**config.mk**
```make
export PLATFORM = sky130hd
export DESIGN_NAME = gss_div
export DESIGN_NICKNAME = d
export VERILOG_FILES = /design/src/hdl/gss_pkg.sv /design/src/hdl/gss_div.sv
export SDC_FILE = /design/constraint.sdc
export NUM_CORES = 1
export LEC_CHECK = 0
export ABC_AREA = 1
export BUFFER_PORTS_ARGS = -buffer_cell sky130_fd_sc_hd__buf_2
export CAP_MARGIN = 15
export CORE_MARGIN = 8
export CORE_UTILIZATION = 30
export CTS_CLUSTER_SIZE = 28
export DETAILED_ROUTE_END_ITERATION = 8
export PLACE_DENSITY = 0.46
export SYNTH_ARGS = -nofsm -noshare
export SYNTH_HDL_FRONTEND = slang
export SYNTH_SLANG_ARGS = --single-unit
```
**constraint.sdc**
```tcl
create_clock -name clock -period 11.1 [get_ports clock]
set_input_delay 2.22 -clock clock [delete_from_list [all_inputs] [get_ports clock]]
set_output_delay 2.22 -clock clock [all_outputs]
set_load 0.05 [all_outputs]
```
**src/hdl/gss_pkg.sv**
```systemverilog
package gss_pkg;

   typedef enum logic [1:0] {
      CMD_LOAD_CELL = 2'd0,
      CMD_LOAD_FACE = 2'd1,
      CMD_LOAD_ROW  = 2'd2,
      CMD_RUN       = 2'd3
   } command_type;

   localparam logic CSR_CELL_COUNT  = 1'b0;
   localparam logic CSR_SWEEP_COUNT = 1'b1;

   localparam logic [1:0] STATUS_OK   = 2'd0;
   localparam logic [1:0] STATUS_ZERO = 2'd1;
   localparam logic [1:0] STATUS_SAT  = 2'd2;

   localparam logic signed [31:0] Q_MAX = 32'sh7fff_ffff;
   localparam logic signed [31:0] Q_MIN = 32'sh8000_0000;

   typedef struct packed {
      logic [1:0]         command;
      logic [7:0]         index;
      logic signed [31:0] diag_coeff;
      logic signed [31:0] rhs_value;
      logic signed [31:0] initial_x;
      logic signed [31:0] upper_coeff;
      logic signed [31:0] lower_coeff;
      logic [5:0]         neighbour_cell;
      logic [8:0]         row_face_start;
   } req_type;

   typedef struct packed {
      logic [5:0]         cell_index;
      logic signed [31:0] solution;
      logic               last;
      logic [1:0]         status;
   } rsp_type;

   typedef struct packed {
      logic               done;
      logic signed [31:0] quotient;
      logic               sat;
      logic               zero;
   } div_result_type;

   typedef struct packed {
      logic               sat;
      logic signed [31:0] value;
   } clip_type;

   function automatic clip_type clip32(input logic signed [47:0] v);
      clip_type r;
      r.sat = 1'b0;
      r.value = v[31:0];
      if (v > 48'sh0000_7fff_ffff) begin
         r.sat = 1'b1;
         r.value = Q_MAX;
      end else if (v < -48'sh0000_8000_0000) begin
         r.sat = 1'b1;
         r.value = Q_MIN;
      end
      return r;
   endfunction

   // round to nearest, ties up, then drop 16 fraction bits
   function automatic logic signed [47:0] round_q(input logic signed [63:0] p);
      logic signed [63:0] s;
      s = p + 64'sd32768;
      return s[63:16];
   endfunction

endpackage

```
**src/hdl/gss_div.sv**
```systemverilog
module gss_div
   import gss_pkg::*;
(
   input  logic                clock,
   input  logic                reset,
   input  logic                start,
   input  logic signed [31:0]  num,
   input  logic signed [31:0]  den,
   output div_result_type      result
);

   logic        run_ff, run_in;
   logic [5:0]  cnt_ff, cnt_in;
   logic [47:0] dvd_ff, dvd_in;
   logic [31:0] rem_ff, rem_in;
   logic [31:0] dvs_ff, dvs_in;
   logic        neg_ff, neg_in;
   div_result_type res_ff, res_in;

   logic [32:0] trial;
   logic [32:0] diff;
   logic [31:0] num_mag, den_mag;
   logic [47:0] q_done;

   assign num_mag = num[31] ? 32'(-num) : 32'(num);
   assign den_mag = den[31] ? 32'(-den) : 32'(den);
   assign trial   = {rem_ff, dvd_ff[47]};
   assign diff    = trial - {1'b0, dvs_ff};
   assign q_done  = {dvd_ff[46:0], ~diff[32]};

   always_comb begin
      run_in = run_ff;
      cnt_in = cnt_ff;
      dvd_in = dvd_ff;
      rem_in = rem_ff;
      dvs_in = dvs_ff;
      neg_in = neg_ff;
      res_in = res_ff;
      res_in.done = 1'b0;
      if (start) begin
         if (den == 32'sd0) begin
            res_in.done = 1'b1;
            res_in.zero = 1'b1;
            res_in.sat = 1'b0;
            res_in.quotient = num[31] ? Q_MIN : Q_MAX;
         end else begin
            run_in = 1'b1;
            cnt_in = '0;
            dvd_in = {num_mag, 16'b0};
            rem_in = '0;
            dvs_in = den_mag;
            neg_in = num[31] ^ den[31];
         end
      end else if (run_ff) begin
         // one quotient bit per cycle
         rem_in = diff[32] ? trial[31:0] : diff[31:0];
         dvd_in = q_done;
         cnt_in = cnt_ff + 6'd1;
         if (cnt_ff == 6'd47) begin
            run_in = 1'b0;
            res_in.done = 1'b1;
            res_in.zero = 1'b0;
            res_in.sat = 1'b0;
            if (neg_ff) begin
               if (q_done > 48'h0000_8000_0000) begin
                  res_in.sat = 1'b1;
                  res_in.quotient = Q_MIN;
               end else begin
                  res_in.quotient = 32'(-q_done);
               end
            end else begin
               if (q_done > 48'h0000_7fff_ffff) begin
                  res_in.sat = 1'b1;
                  res_in.quotient = Q_MAX;
               end else begin
                  res_in.quotient = q_done[31:0];
               end
            end
         end
      end
   end

   always_ff @(posedge clock) begin
      if (reset) begin
         run_ff <= 1'b0;
         res_ff.done <= 1'b0;
      end else begin
         run_ff <= run_in;
         res_ff.done <= res_in.done;
      end
      cnt_ff <= cnt_in;
      dvd_ff <= dvd_in;
      rem_ff <= rem_in;
      dvs_ff <= dvs_in;
      neg_ff <= neg_in;
      res_ff.quotient <= res_in.quotient;
      res_ff.sat <= res_in.sat;
      res_ff.zero <= res_in.zero;
   end

   assign result = res_ff;

   a_no_start_while_running: assert property (@(posedge clock) disable iff (reset)
      run_ff |-> !start) else $error("divider restarted while busy");
   a_done_ends_run: assert property (@(posedge clock) disable iff (reset)
      (run_ff && cnt_ff == 6'd47) |=> (res_ff.done && !run_ff))
      else $error("divider did not finish after 48 steps");
   a_zero_immediate: assert property (@(posedge clock) disable iff (reset)
      (start && den == 32'sd0) |=> (res_ff.done && res_ff.zero))
      else $error("zero divisor not flagged");

endmodule

```
==> qor.txt <==
Total Wirelength - 28200 µm
Cell Pwr Density - 180 nW/µm²
RR Startpoint - dvd_ff[47]
cell accounting for the most synthesized area - edfxtp_1
Post-Syn Nets - 1423
share of layout cells above drive strength 1 - 13.5%
top-level I/O count - 102
reg2reg end - result[32]
top_reg_cell synth - edfxtp_1
First-pass DRT Iterations - 5
number of DRC markers in iteration 0 - 473
Syn Std Cell Area - 10700 µm²
CP Launch Type - input port
ANT cells - 0
peak supply drop - 0.103 mV
Rows - 69
grt total ovfl - 0
Reg clk slew, reported paths - 0.06 ns
Final min period - 4.95 ns
Synth cell types - 51
Setup Skew - 0.0128 ns
Hold EP - run_ff
Hold WC Path Type - reg2reg
final setup violation count - 0
worst reg-to-reg path cell count - 30
die area - 42000 µm²
Core ar. - 35400 µm²
Critical Path RT - 11.16 ns
post-synthesis async set-or-reset flop share - 0%
RSZ-0062 raised after global routing - no
first-pass GRT wire length - 45600 µm
RePlAce Congestion - 0.876
setup tns final - 0 ns
P_leak - 0.00535 µW
pin slew with the least headroom to its limit - 0.887 ns
area grow syn2layout - 14.3%
Worst Path Arrival - 5.01 ns
latest clock arrival within the worst-skew pair - 0.44 ns
YS warnings - 0
pin count of the biggest net entering global routing - 78
vias - 8816
Post-synth EDFFs - 153
initial antenna violation count - 0
Placed Area - 11600 µm²
Post-CTS Hold Buffers - 0
period utilization - 44.6%
Max-Cap Viols - 0
share of the synthesized area in the top cell type - 42.9%
Logic pwr share - 35.2%
register area share after synthesis - 43.3%
Overall Global Routing Usage - 13.5%
Clock Power Share - 28.6%
fin area - 12200 µm²
CTS H-tree lvls - 4
number of hold violations in the final report - 0
Mapped Avg Cell Area - 8.12 µm²
R2R Setup Slk - 6.58 ns
Slew Viols, Final - 0
number of global-route vias before repair - 8781
synthesized flop and latch total - 155
nets@finish - 1511
Max Fclk - 202 MHz
drt drc - 0
critical path endpoint category - flop
Routed Antenna Nets - 0
wire per inst - 15.0 µm
die width - 205 µm
CTS Sinks - 155
Hold Path Depth - 2
Seq pwr share - 36.1%
CTS resizes - 0
reported net switching power - 811 µW
Sw Ratio - 36.8%
crit path max fanout - 65
Avg Vias per Cell - 4.69
Die Y - 205 µm
ranking of synthesized cells by area - edfxtp_1 (43%), nand2_1 (9.2%), inv_1 (6.0%)
Hold Startpoint - run_ff
Setup Fix Bufs, Post-CTS - 0
Initial Util - 30.2%
TritonCTS clock tree - done
Post-Synthesis Cells - 1319
post-detail-place hpwl - 21600 µm
Slew headroom - 40.3%
CTS Buf Count - 17
kind of critical path - in2reg
PortBufs - 101
CTS max path bufs - 2
most frequent cells in the layout - nand2_1 (263), inv_1 (171), nor2_1 (169), edfxtp_1 (153), buf_2 (101)
commonest non-fill, non-tap cell in the layout - nand2_1
CTS root buffer - clkbuf_16
status - finished clean
Cell Int Power - 1390 µW
[worst max-delay path by stage]
stage | from | to | cells past startpoint
after floorplan | start | cnt_ff[0] | 3
after global placement | den[0] | dvd_ff[1] | 13
after detailed placement | den[0] | dvd_ff[2] | 13
after CTS | den[0] | rem_ff[15] | 13
after global routing | den[1] | rem_ff[15] | 13
final | den[0] | rem_ff[15] | 13
[through the flow]
step / hold slack [ns] / cells / setup WS, ns / total power [µW] / util [%]
floorplan: 0.438 / 1319 / 1.82 / 1410 / -
global placement: 0.472 / 1849 / 5.73 / 1580 / 32.8
detailed placement: 0.471 / 1849 / 5.68 / 1580 / 32.8
CTS: 0.480 / 1880 / 6.12 / 2220 / 34.6
global route: 0.497 / 1880 / 5.84 / 2350 / 34.6
finish: 0.473 / 1880 / 6.15 / 2200 / 34.6
[routing by layer]
| layer | up-vias | wire, µm | GRT usage, % |
|---|---|---|---|
| met4 | 0 | 235 | 3.22 |
| met2 | 146 | 12700 | 21.5 |
| met3 | 17 | 904 | 1.99 |
| met5 | - | 0 | 0 |
| li1 | 4590 | - | - |
| met1 | 4063 | 14400 | 19.0 |
[Yosys cell counts (17+ instances only)]
| master | instances |
|---|---|
| nand2_1 | 263 |
| inv_1 | 172 |
| nor2_1 | 169 |
| edfxtp_1 | 153 |
| o21ai_0 | 83 |
| a21oi_1 | 77 |
| nand3_1 | 75 |
| xor2_1 | 52 |
| xnor2_1 | 37 |
| ha_1 | 36 |
| nand4_1 | 27 |
| clkbuf_1 | 17 |
[cell type report]
| type | instances | area [µm²] |
|---|---|---|
| clock inverters | 12 | 189 |
| repair buffers | 107 | 551 |
| fillers | 3781 | 23200 |
| inverters | 178 | 673 |
| flip-flops and latches | 155 | 4630 |
| clock buffers | 19 | 433 |
| multi-input cells | 948 | 5180 |
| well taps | 461 | 577 |
[state kept, by name (all words and copies together) (netlist names)]
signal and count:
dvs_ff 32, dvd_ff 48, result 35, rem_ff 32
neg_ff 1, cnt_ff 6, run_ff 1
[cells by family (layout without fill, tap and decap cells)]
family                     Yosys count  count (layout)  synth area share [%]
DFF                                155             155                  43.3
adders and majority gates           37              37                  4.39
xor gates and xnor gates            89              89                  7.28
buffers and inverters              216             316                  8.40
AOI/OAI and AO/OA                  223             223                  11.8
and+or+nand+nor                    599             599                  24.8
[worst max-delay path, stage by stage]
cell and delay, ns:
buf_2 0.12, inv_1 0.06, ha_1 0.19, nand4_2 0.14
nor2_2 0.18, nand4_1 0.16, nor2_2 0.18, nand3_2 0.13
nor2_4 0.15, nand4_2 0.15, o21ai_0 0.45, o21ai_4 0.33
buf_4 0.48
[power groups by stage]
stage | registers, µW | clock network [µW] | logic (µW)
3_3_place_gp | 807 | 0 | 773
5_1_grt | 806 | 668 | 881
6_report | 796 | 631 | 775
2_1_floorplan | 793 | 0 | 613
4_1_cts | 796 | 645 | 778
3_5_place_dp | 807 | 0 | 773
(Power assumes the default switching activity.)
